## src/sobel_pkg.sv

```systemverilog
// Shared types and constants for the Sobel edge threshold block.
// Used by every module under src but sobel_ram; depends on nothing.
package sobel_pkg;

    localparam int IMAGE_WIDTH  = 320;
    localparam int IMAGE_HEIGHT = 240;

    localparam int PIX_W = 8;
    localparam int COL_W = $clog2(IMAGE_WIDTH);
    localparam int ROW_W = $clog2(IMAGE_HEIGHT);

    // Gradients: each weighted column or row sum is below 4*256, so 10 bits,
    // and their difference needs one more bit for the sign.
    localparam int SUM_W  = PIX_W + 2;
    localparam int GRAD_W = SUM_W + 1;
    localparam int MAG_W  = SUM_W + 1;

    localparam int APB_ADDR_W = 3;
    localparam int APB_DATA_W = 32;
    localparam int REG_IDX_W  = APB_ADDR_W - 2;

    localparam logic [REG_IDX_W-1:0] REG_EDGE_THRESHOLD = '0;
    localparam logic [PIX_W-1:0]     THRESHOLD_RESET    = 8'd16;

    localparam logic [PIX_W-1:0] PIX_EDGE = 8'd0;
    localparam logic [PIX_W-1:0] PIX_FLAT = 8'd255;

    // One column of the 3x3 window, top row first.
    typedef struct packed {
        logic [PIX_W-1:0] top;
        logic [PIX_W-1:0] mid;
        logic [PIX_W-1:0] bot;
    } col_t;

    // Both line buffers share one memory word: the row two above in the
    // upper byte, the row one above in the lower byte.
    typedef struct packed {
        logic [PIX_W-1:0] two_above;
        logic [PIX_W-1:0] one_above;
    } line_word_t;

endpackage

```

## src/sobel_grad.sv

```systemverilog
// Gradient and threshold unit: registers gx and gy, then forms the magnitude
// and compares it against the threshold. Depends on sobel_pkg.
module sobel_grad (
    input  logic                          clk,
    input  logic                          en,
    input  sobel_pkg::col_t               left,
    input  sobel_pkg::col_t               centre,
    input  sobel_pkg::col_t               right,
    input  logic [sobel_pkg::PIX_W-1:0]   threshold,
    output logic                          is_edge
);

    localparam int SUM_W  = sobel_pkg::SUM_W;
    localparam int GRAD_W = sobel_pkg::GRAD_W;
    localparam int MAG_W  = sobel_pkg::MAG_W;

    logic [SUM_W-1:0]         sum_right;
    logic [SUM_W-1:0]         sum_left;
    logic [SUM_W-1:0]         sum_bot;
    logic [SUM_W-1:0]         sum_top;
    logic signed [GRAD_W-1:0] gx_next;
    logic signed [GRAD_W-1:0] gy_next;
    logic signed [GRAD_W-1:0] gx_reg;
    logic signed [GRAD_W-1:0] gy_reg;
    logic [SUM_W-1:0]         abs_gx;
    logic [SUM_W-1:0]         abs_gy;
    logic [MAG_W-1:0]         mag_sum;
    logic [MAG_W-3:0]         mag;

    always_comb
    begin
        sum_right = SUM_W'(right.top) + SUM_W'({right.mid, 1'b0})
                  + SUM_W'(right.bot);
        sum_left  = SUM_W'(left.top) + SUM_W'({left.mid, 1'b0})
                  + SUM_W'(left.bot);
        sum_bot   = SUM_W'(left.bot) + SUM_W'({centre.bot, 1'b0})
                  + SUM_W'(right.bot);
        sum_top   = SUM_W'(left.top) + SUM_W'({centre.top, 1'b0})
                  + SUM_W'(right.top);
        gx_next   = $signed({1'b0, sum_right}) - $signed({1'b0, sum_left});
        gy_next   = $signed({1'b0, sum_bot}) - $signed({1'b0, sum_top});
    end

    always_ff @(posedge clk)
    begin
        if (en)
        begin
            gx_reg <= gx_next;
            gy_reg <= gy_next;
        end
    end

    always_comb
    begin
        abs_gx  = gx_reg[GRAD_W-1] ? SUM_W'(-gx_reg) : gx_reg[SUM_W-1:0];
        abs_gy  = gy_reg[GRAD_W-1] ? SUM_W'(-gy_reg) : gy_reg[SUM_W-1:0];
        mag_sum = MAG_W'(abs_gx) + MAG_W'(abs_gy);
        mag     = mag_sum[MAG_W-1:2];
        is_edge = mag > (MAG_W-2)'(threshold);
    end

endmodule

```

## config.mk

```make
export PLATFORM = sky130hd
export DESIGN_NAME = sobel_grad
export DESIGN_NICKNAME = d
export VERILOG_FILES = /design/src/sobel_pkg.sv /design/src/sobel_grad.sv
export SDC_FILE = /design/constraint.sdc
export NUM_CORES = 1
export LEC_CHECK = 0
export BUFFER_PORTS_ARGS = -buffer_cell sky130_fd_sc_hd__buf_2
export CAP_MARGIN = 20
export CORE_MARGIN = 3
export CORE_UTILIZATION = 57
export CTS_BUF_LIST = sky130_fd_sc_hd__clkbuf_4 sky130_fd_sc_hd__clkbuf_8
export CTS_CLUSTER_DIAMETER = 60
export DETAILED_ROUTE_END_ITERATION = 10
export PLACE_DENSITY_LB_ADDON = 0.1
export SLEW_MARGIN = 0
export SYNTH_ARGS = -nofsm -noshare
export SYNTH_HDL_FRONTEND = slang
export SYNTH_SLANG_ARGS = --single-unit
```

## constraint.sdc

```tcl
create_clock -name clk -period 4.72 [get_ports clk]
set_clock_uncertainty 0.15 [all_clocks]
set_input_delay 0.472 -clock clk [delete_from_list [all_inputs] [get_ports clk]]
set_output_delay 0.472 -clock clk [all_outputs]
set_load 0.03 [all_outputs]
```

==> results.yml <==
synth:
  yosysTopAreaCell: "fa_1"
  async_flop_share_pct: 0
  synth_top_area_share_pct: 33.74
  synthTopCellsByArea: "fa_1 34%, edfxtp_1 18%, ha_1 15%"
  synth_cells: 352
  yosysSeqAreaShare_pct: 17.96
  synth.most_common_cell: "inv_1"
  syn_area_mm2: 0.003679
  postSynthAreaPerCell_um2: 10.45
  yosys_register_bits: 22
  synth_fp_nets: 539
  yosys_warnings: 0
  yosys.cell_types.count: 34
  synthFlopType: "edfxtp_1"
  synthTopCellsByCount: "76 x inv_1, 62 x fa_1, 43 x ha_1"
  synth_edf_count: 22
global_route:
  antenna_found_initial: 0
  grt_max_degree: 23
  grt_overflow: 0
  grt_pass1_vias: 2638
  grt_pass1_wl_um: 10630
  grt_use_total_pct: 17.34
cts:
  cts.sinks: 22
  cts_tree: "built"
  htreeDepth: 1
  ctsHoldBuffers: 0
  cts_buffer_depth: 2
  cts.clk_slew.worst_paths_ps: 70
  numCtsBuffers: 3
  cts_root_buffer: "clkbuf_8"
pwr:
  vdd_ir_drop_max_mv: 0.8329
  pwr-share-comb_pct: 81.6
  p_leak_uw: 0.002057
  p_sw_share_pct: 45.85
  switchingPower_uw: 1638
  powerDensity_mw_per_mm2: 823.5
  clkPwrFrac_pct: 4.7
  p_int_uw: 1934
  p_seq_share_pct: 13.8
status:
  outcome: "finished, final reports clean"
setup_path:
  crit_end: "is_edge"
  worst-setup-path-type: "flip-flop to output pin"
  crit_fanout: 3
  cp.required_ps: 4100
  arrival_ps: 3950
  crit_path_end_kind: "output pin"
  cp-startpoint: "gy_reg[0]"
  startpoint_type: "flip-flop"
sta:
  slew-limit-headroom_pct: 70.42
  post-route-period-util_pct: 96.90
  fin_crit_ps: 4574
  finalSetupViolCount: 0
  worstMarginPinSlew_ps: 443.8
  drv_slew: 0
  hold_viol_final: 0
  fmaxAchievable_mhz: 218.6
detailed_routing:
  wl_um: 6374
  vias: 2600
  ant_nets: 0
  drtPass1Iterations: 4
  wire_per_inst_um: 12.47
  via_per_inst: 5.088
  remaining_drc_errors: 0
  drt_iter0_markers: 56
finish:
  fin_nets: 624
  area_growth_pct: 17.93
  post-route-cell-area_mm2: 0.004338
  stdcell_count: 511
  layout-drive-gt1-share_pct: 22.02
  diodes: 0
  fill_cells: 479
placement:
  dp_hpwl_um: 5702
  routabilityCongestion: 0.8153
  place.port_buffers: 74
  placed_area_mm2: 0.004135
  dpl.cell_count: 499
floorplanning:
  die_w_um: 86.34
  die_y_um: 86.34
  initial_core_util_pct: 60.34
  core.rowCount: 28
  dieArea_mm2: 0.007454
  pin_count: 83
  coreArea_mm2: 0.006096
flow_run:
  max-cap-violations: 0
worst_hold_path:
  hold_class: "input port to flip-flop"
## kinds of logic (layout without fill, tap and decap cells)
group | after synthesis | after routing | share of synthesized area (%)
buffers and inverters | 78 | 162 | 7.959
DFF | 22 | 22 | 17.96
AOI/OAI and AO/OA | 48 | 48 | 9.184
adders and majority gates | 105 | 105 | 48.37
and+or+nand+nor | 62 | 62 | 7.721
xor gates and xnor gates | 37 | 37 | 8.810
## power by group through the flow
stage / clock, uW / combinational [uW] / sequential (uW)
4_1_cts: 171 / 2620 / 487
3_5_place_dp: 0 / 2610 / 490
2_1_floorplan: 0 / 2140 / 455
6_report: 167 / 2910 / 491
3_3_place_gp: 0 / 2530 / 486
5_1_grt: 183 / 3300 / 502
## layout by cell type (no fill, tap or decap), drive strengths merged, types with 10 or more instances in the layout
| master | n |
|---|---|
| buf | 82 |
| inv | 76 |
| fa | 62 |
| ha | 43 |
| xnor2 | 33 |
| edfxtp | 22 |
| nor2 | 18 |
| nand2 | 16 |
| a21oi | 10 |
## how the worst min path moves through the flow
stage | start | to | slack (ps) | depth (start not counted)
global route | en | gx_reg[10] | 550 | 1
CTS | en | gx_reg[10] | 540 | 1
global placement | en | gx_reg[9] | 800 | 1
finish | en | gx_reg[10] | 540 | 1
floorplan | en | gx_reg[0] | 430 | 0
detailed placement | en | gx_reg[10] | 810 | 1
## critical path: stages, from the launching register on
cell	delay [ps]
edfxtp_1	380
inv_1	60
ha_1	200
nand2b_1	160
xnor2_1	150
ha_1	360
nor3_4	250
a2111oi_4	90
a311o_2	410
a31o_1	210
xor2_1	150
ha_1	330
and3_1	220
a221oi_2	230
a21oi_1	70
a211o_1	260
buf_4	160
## final cells by class
| cell class | instances | area [um2] | area share (%) |
|---|---|---|---|
| clock inverter | 1 | 30.03 | 0.6922 |
| multi-input combinational | 252 | 2794 | 64.41 |
| sequential | 22 | 660.6 | 15.23 |
| tap | 75 | 93.84 | 2.163 |
| timing repair buffer | 82 | 432.9 | 9.980 |
| inverter | 76 | 285.3 | 6.576 |
| clock buffer | 3 | 41.29 | 0.9518 |
## per-stage QoR
| stage | setup slack [ps] | total power, uW | setup TNS, ps | hold slack (ps) | utilization (%) |
|---|---|---|---|---|---|
| final | 146.2 | 3572 | 0 | 538.0 | 71.16 |
| after global routing | -97.24 | 3987 | -97.24 | 550.0 | 71.16 |
| after CTS | 16.42 | 3281 | 0 | 543.9 | 69.09 |
| after detailed placement | 266.0 | 3098 | 0 | 808.0 | 67.84 |
| after global placement | 368.9 | 3017 | 0 | 797.7 | 67.84 |
| after floorplan | 562.9 | 2597 | 0 | 434.5 | - |
## layer usage
metal / GRT usage [%] / vias to the layer above / share of wire [%]
met1: 22.42 / 1228 / 41
met5: 0 / - / 0
li1: - / 1318 / -
met2: 32.27 / 50 / 55
met3: 1.141 / 4 / 3.1
met4: 3.116 / 0 / 0.75
## what timing repair did
action	CTS	global route
endpoints found under the setup margin	1	1
pin swaps	0	8
gates resized for setup	1	14
setup buffers	0	8
cloned	0	0
No activity file was read; power rests on OpenSTA's default activity.
