File: config.mk
export PLATFORM = sky130hd
export DESIGN_NAME = sobel_cell
export DESIGN_NICKNAME = d
export VERILOG_FILES = /design/src/sobel_pkg.sv /design/src/sobel_cell.sv
export SDC_FILE = /design/constraint.sdc
export NUM_CORES = 1
export LEC_CHECK = 0
export BUFFER_PORTS_ARGS = -buffer_cell sky130_fd_sc_hd__buf_2
export CORE_UTILIZATION = 44
export DETAILED_ROUTE_END_ITERATION = 16
export PLACE_DENSITY = 0.8
export SETUP_SLACK_MARGIN = 0.4
export SYNTH_ARGS = -nofsm -noshare
export SYNTH_HDL_FRONTEND = slang
export SYNTH_SLANG_ARGS = --single-unit
export TNS_END_PERCENT = 20
File: constraint.sdc
create_clock -name clk -period 0.8 [get_ports clk]
set_input_delay 0.12 -clock clk [delete_from_list [all_inputs] [get_ports clk]]
set_output_delay 0.12 -clock clk [all_outputs]
set_load 0.1 [all_outputs]
File: src/sobel_pkg.sv
// Shared types and constants for the Sobel edge threshold block.
// Used by every module under src but sobel_ram; depends on nothing.
package sobel_pkg;

    localparam int IMAGE_WIDTH  = 320;
    localparam int IMAGE_HEIGHT = 240;

    localparam int PIX_W = 8;
    localparam int COL_W = $clog2(IMAGE_WIDTH);
    localparam int ROW_W = $clog2(IMAGE_HEIGHT);

    // Gradients: each weighted column or row sum is below 4*256, so 10 bits,
    // and their difference needs one more bit for the sign.
    localparam int SUM_W  = PIX_W + 2;
    localparam int GRAD_W = SUM_W + 1;
    localparam int MAG_W  = SUM_W + 1;

    localparam int APB_ADDR_W = 3;
    localparam int APB_DATA_W = 32;
    localparam int REG_IDX_W  = APB_ADDR_W - 2;

    localparam logic [REG_IDX_W-1:0] REG_EDGE_THRESHOLD = '0;
    localparam logic [PIX_W-1:0]     THRESHOLD_RESET    = 8'd16;

    localparam logic [PIX_W-1:0] PIX_EDGE = 8'd0;
    localparam logic [PIX_W-1:0] PIX_FLAT = 8'd255;

    // One column of the 3x3 window, top row first.
    typedef struct packed {
        logic [PIX_W-1:0] top;
        logic [PIX_W-1:0] mid;
        logic [PIX_W-1:0] bot;
    } col_t;

    // Both line buffers share one memory word: the row two above in the
    // upper byte, the row one above in the lower byte.
    typedef struct packed {
        logic [PIX_W-1:0] two_above;
        logic [PIX_W-1:0] one_above;
    } line_word_t;

endpackage

File: src/sobel_cell.sv
// One column cell of the 3x3 window: holds three pixels and passes them on.
// Depends on sobel_pkg.
module sobel_cell (
    input  logic              clk,
    input  logic              rst_n,
    input  logic              en,
    input  sobel_pkg::col_t   col_in,
    output sobel_pkg::col_t   col_out
);

    sobel_pkg::col_t col_reg;

    always_ff @(posedge clk or negedge rst_n)
    begin
        if (!rst_n)
        begin
            col_reg <= '0;
        end
        else if (en)
        begin
            col_reg <= col_in;
        end
    end

    assign col_out = col_reg;

endmodule

==> results.sh, run 1 <==
export IMPL_wire_per_inst_um=18.7
export IMPL_violations="negative hold slack, negative setup slack"
export IMPL_cp_slowest_cell="dfrtp_4"
export IMPL_syn_nets=78
export IMPL_syn_inst=51
export IMPL_core_sq_mm=0.00204
export IMPL_endpoint_kind="output pin"
export IMPL_cts_sinks=24
export IMPL_grt_overflow_total=0
export IMPL_synth_distinct_cells=5
export IMPL_totalNegativeSetupSlack_ns=-10.01
export IMPL_nets=134
export IMPL_max_freq_ghz=0.884
export IMPL_antenna_found_initial=0
export IMPL_drcViolationCount=0
export IMPL_skew_ns=0
export IMPL_synth_adder_area_share=0
export IMPL_relSlewSlack=0.645
export IMPL_fp_row_count=16
export IMPL_hold_viol=24
export IMPL_synth_compound_area_frac=0
export IMPL_diodes=0
export IMPL_syn_area_sq_um=997
export IMPL_vdd_drop_max_mv=1.96
export IMPL_place_area_sq_mm=0.00172
export IMPL_cts_clk_slew_worst_paths_ns=0.13
export IMPL_arrival_ns=1.01
export IMPL_cp_start_kind="flip-flop"
export IMPL_final_instance_count_excl_fill=133
export IMPL_hold_ws_ns=-0.235
export IMPL_muxShareOfSynthArea=0.346
export IMPL_dr_pass1_iters=4
export IMPL_yosysSeqAreaShare=0.602
export IMPL_cts_buffer_depth=2
export IMPL_cp_top_family="flip-flops"
export IMPL_worstMarginPinSlew_ns=0.532
export IMPL_drive_above_1_share=1.00
export IMPL_layout_worst_path_cycle_share=1.41
export IMPL_syn_to_final_growth_pct=80.1
export IMPL_largest_reg_flops=24
export IMPL_finalInstanceArea_sq_mm=0.00180
export IMPL_drv_cap=0
export IMPL_powerDensity_mw_per_mm2=2360
export IMPL_synth_top_family_by_area="multiplexers"
export IMPL_num_vias=662
export IMPL_worstSetupPathType="flip-flop to output pin"
export IMPL_required_ns=0.68
export IMPL_setup_viol=48
export IMPL_grt_max_degree=25
export IMPL_start_util=0.488
export IMPL_max_stage_delay_ns=0.52
export IMPL_dp_hpwl_um=1810
export IMPL_final_cell_mix="buf_2, buf_12, dfrtp_4, mux2_4, mux2_2"
export IMPL_port_buffers=50
export IMPL_status="finished with violations"
export IMPL_cts_root_buf="clkbuf_4"
export IMPL_fp_dieH_um=49.6
export IMPL_die_w_um=49.6
export IMPL_dp_cells=127
export IMPL_hold_path_class="input port to async pin"
export IMPL_dieArea_sq_mm=0.00246
export IMPL_postSynthAreaPerCell_sq_um=19.6
export IMPL_cp_cell_sequence="buf_12"
export IMPL_gp_congestion=0.666
export IMPL_cts_tree="done"
export IMPL_antenna_left=0
export IMPL_viasPerCell=4.98
export IMPL_synthSimpleGateAreaFrac=0
export IMPL_h_tree_depth=1
export IMPL_slew_viol_final=0
export IMPL_place_ws_ns=-0.142
export IMPL_grt_pass1_vias=801
export IMPL_drtIter0Drc=11
export IMPL_critPathMaxFanout=2
export IMPL_p_leak_uw=0.000825
export IMPL_final_setup_worst_slack_ns=-0.331
export IMPL_layout_min_cycle_time_ns=1.13
export IMPL_clock_latency_ns=0.31
export IMPL_synth_xor_area_share=0
export IMPL_grt_total_usage=0.236
export IMPL_io_pins=51
export IMPL_grt_pass1_wl_um=4280
export IMPL_cts_buffers=3
export IMPL_routed_wl_um=2490
export IMPL_rsz0062_at_grt="yes"
export IMPL_critPathBufInv=1
export IMPL_ys_warn_count=0
export IMPL_ys_ff_latch=24
==> synthesized netlist by cell type <==
library cell,instances,share of area
mux2_2,4,0.045
dfrtp_1,24,0.60
buf_12,2,0.040
mux2_4,20,0.30
buf_6,1,0.011
==> stage by stage <==
stage / power (uW) / utilization
finish: 4240 / 0.879
global route: 4360 / 0.879
CTS: 4270 / 0.879
detailed placement: 3380 / 0.843
global placement: 3350 / 0.843
floorplan: 2660 / -
==> report_power, final <==
group | internal, uW | switching [uW]
combinational | 718 | 1100
sequential | 1410 | 149
clock | 506 | 358
==> cell families after synthesis <==
family                 after synthesis
buffers and inverters                3
flip-flops                          24
multiplexers                        24
==> area by class of cell <==
type / count / area (sq um)
Clock inverter: 1 / 30.0
Timing Repair Buffer: 54 / 673
Sequential cell: 24 / 691
Clock buffer: 3 / 22.5
Tap cell: 27 / 33.8
Fill cell: 95 / 246
Multi-Input combinational cell: 24 / 345
==> repair_timing <==
action / in CTS / in global routing
gates cloned: 0 / 0
gates resized for setup: 2 / 0
endpoints found under the hold margin: 24 / 24
buffers inserted: 2 / 0
setup endpoints to repair: 48 / 48
pin swaps: 0 / 0
==> worst reg2reg max path, stage by stage (launching register included) <==
cell	delay [ns]
dfrtp_4	0.52
buf_6	0.13
mux2_4	0.26
==> layer usage <==
metal,vias to the layer above,global-route usage,wire [um]
met3,2,0.0525,92
li1,284,-,-
met4,0,0.0476,28
met2,23,0.441,1420
met1,353,0.273,950
met5,-,0,0
==> final timing paths <==
kind	from	to	slack, ns	cells after the start
setup / recovery	col_out[18]	col_out[18]	-0.33	1
hold / removal	rst_n	col_out[23]	-0.23	1
setup reg to reg	col_out[11]	col_out[11]	-0.21	2
hold reg to reg	col_out[13]	col_out[13]	0.61	1
max in group asynchronous	rst_n	col_out[11]	0.64	1
min in group clk	col_in[22]	col_out[22]	0.03	2
No activity file was read; power rests on OpenSTA's default activity.
==> run 2, diff against run 1 <==
CELL_PAD_IN_SITES_DETAIL_PLACEMENT = 0   (was not set)
CELL_PAD_IN_SITES_GLOBAL_PLACEMENT = 1   (was not set)
CORE_ASPECT_RATIO = 2   (was not set)
CORE_UTILIZATION = 35   (was 44)
==> results.sh, run 2 (same netlist as run 1, synthesis figures left out) <==
export IMPL_status="finished with violations"
export IMPL_violations="negative hold slack, negative setup slack"
export IMPL_antenna_found_initial=0
export IMPL_p_total_uw=4130
export IMPL_drv_cap=0
export IMPL_fp_row_count=27
export IMPL_totalNegativeSetupSlack_ns=-7.90
export IMPL_start_util=0.364
export IMPL_max_stage_delay_ns=0.50
export IMPL_clock_latency_ns=0.26
export IMPL_reg2reg_depth=2
export IMPL_required_ns=0.68
export IMPL_p_leak_uw=0.000815
export IMPL_layout_commonest_cell="buf_2"
export IMPL_core_sq_mm=0.00274
export IMPL_cp_start_kind="flip-flop"
export IMPL_fp_dieH_um=77.5
export IMPL_critPathMaxFanout=2
export IMPL_cts_buffer_depth=2
export IMPL_diodes=0
export IMPL_cp_slowest_cell="dfrtp_4"
export IMPL_wire_per_inst_um=14.9
export IMPL_skew_ns=0
export IMPL_dp_hpwl_um=1540
export IMPL_cp_depth=1
export IMPL_grt_pass1_wl_um=3240
export IMPL_drcViolationCount=0
export IMPL_worstMarginPinSlew_ns=0.516
export IMPL_endpoint_kind="output pin"
export IMPL_syn_to_final_growth_pct=78.2
export IMPL_critPathBufInv=1
export IMPL_dieArea_sq_mm=0.00308
export IMPL_die_w_um=39.7
export IMPL_final_setup_worst_slack_ns=-0.255
export IMPL_postLayoutCoreUtil=0.649
export IMPL_cts_tree="done"
export IMPL_routed_wl_um=2000
export IMPL_port_buffers=50
export IMPL_antenna_left=0
export IMPL_critPathLaunch="col_out[11]"
export IMPL_grt_total_usage=0.151
export IMPL_h_tree_depth=1
export IMPL_slew_viol_final=0
export IMPL_crit_end="col_out[11]"
export IMPL_r2r_start="col_out[6]"
export IMPL_max_freq_ghz=0.948
export IMPL_io_pins=51
export IMPL_dr_pass1_iters=2
export IMPL_drtIter0Drc=6
export IMPL_num_vias=631
export IMPL_cts_clk_slew_worst_paths_ns=0.08
export IMPL_setup_viol=48
export IMPL_arrival_ns=0.94
export IMPL_n_fill_cell=196
export IMPL_regToRegSetupSlack_ns=-0.18
export IMPL_final_instance_count_excl_fill=134
export IMPL_largest_reg_flops=24
export IMPL_cts_root_buf="clkbuf_8"
export IMPL_powerDensity_mw_per_mm2=2320
export IMPL_hold_ws_ns=-0.177
export IMPL_layout_min_cycle_time_ns=1.06
export IMPL_gp_congestion=0.641
export IMPL_final_cell_mix="buf_2, buf_12, dfrtp_4, mux2_4"
export IMPL_cp_cell_sequence="buf_12"
export IMPL_nets=133
export IMPL_rsz0062_at_grt="yes"
export IMPL_dp_cells=129
export IMPL_grt_overflow_total=0
export IMPL_r2r_end="col_out[6]"
export IMPL_hold_viol=24
export IMPL_grt_max_degree=25
export IMPL_relSlewSlack=0.656
export IMPL_cp_top_family="flip-flops"
export IMPL_vdd_drop_max_mv=1.52
export IMPL_grt_pass1_vias=674
export IMPL_layout_worst_path_cycle_share=1.32
export IMPL_drive_above_1_share=1.00
export IMPL_cts_sinks=24
export IMPL_cts_buffers=3
export IMPL_hold_path_class="input port to async pin"
export IMPL_worstSetupPathType="flip-flop to output pin"
export IMPL_viasPerCell=4.71
[run 2: cell count changes in the layout (fill, tap and decap cells not counted)]
cell,delta
buf_12,-1
buf_4,+1
buf_6,-1
bufinv_16,-1
clkbuf_4,-3
clkbuf_8,+4
[run 2: layout make-up]
cell class              count  area, sq um  area share
repair buffers             53          649       0.365
well taps                  29         36.3      0.0204
clock buffers               4         55.1      0.0310
flip-flops and latches     24          691       0.389
multi-input cells          24          345       0.194
[run 2: timing repair]
item / 4_1_cts / 5_1_grt
resized for setup: 1 / 0
endpoints found under the hold margin: 24 / 24
setup buffers: 1 / 0
endpoints found under the setup margin: 48 / 48
[run 2: where the power goes]
part	internal, uW	switching (uW)
clock network	438	357
logic	702	1080
registers	1410	139
[run 2: worst min-delay path by stage]
stage,end,slack [ns],cells after the start
after CTS,col_out[20],-0.16,1
after global placement,col_out[2],0.12,1
after global routing,col_out[20],-0.15,1
after detailed placement,col_out[20],0.13,1
final,col_out[2],-0.18,1
after floorplan,col_out[0],-0.18,0
[run 2: routing by layer]
metal,up-vias,part of all wire,global-route usage
met5,-,0,0
met3,4,0.060,0.0229
li1,284,-,-
met1,314,0.40,0.207
met4,0,0.015,0.0724
met2,29,0.53,0.226
[run 2: stage by stage]
stage	instance area, sq um	hold WS [ns]	setup slack, ns
floorplan	1090	-0.176	-0.227
global placement	1710	0.121	-0.0784
detailed placement	1710	0.127	-0.110
CTS	1780	-0.159	-0.267
global route	1780	-0.146	-0.277
finish	1780	-0.177	-0.255
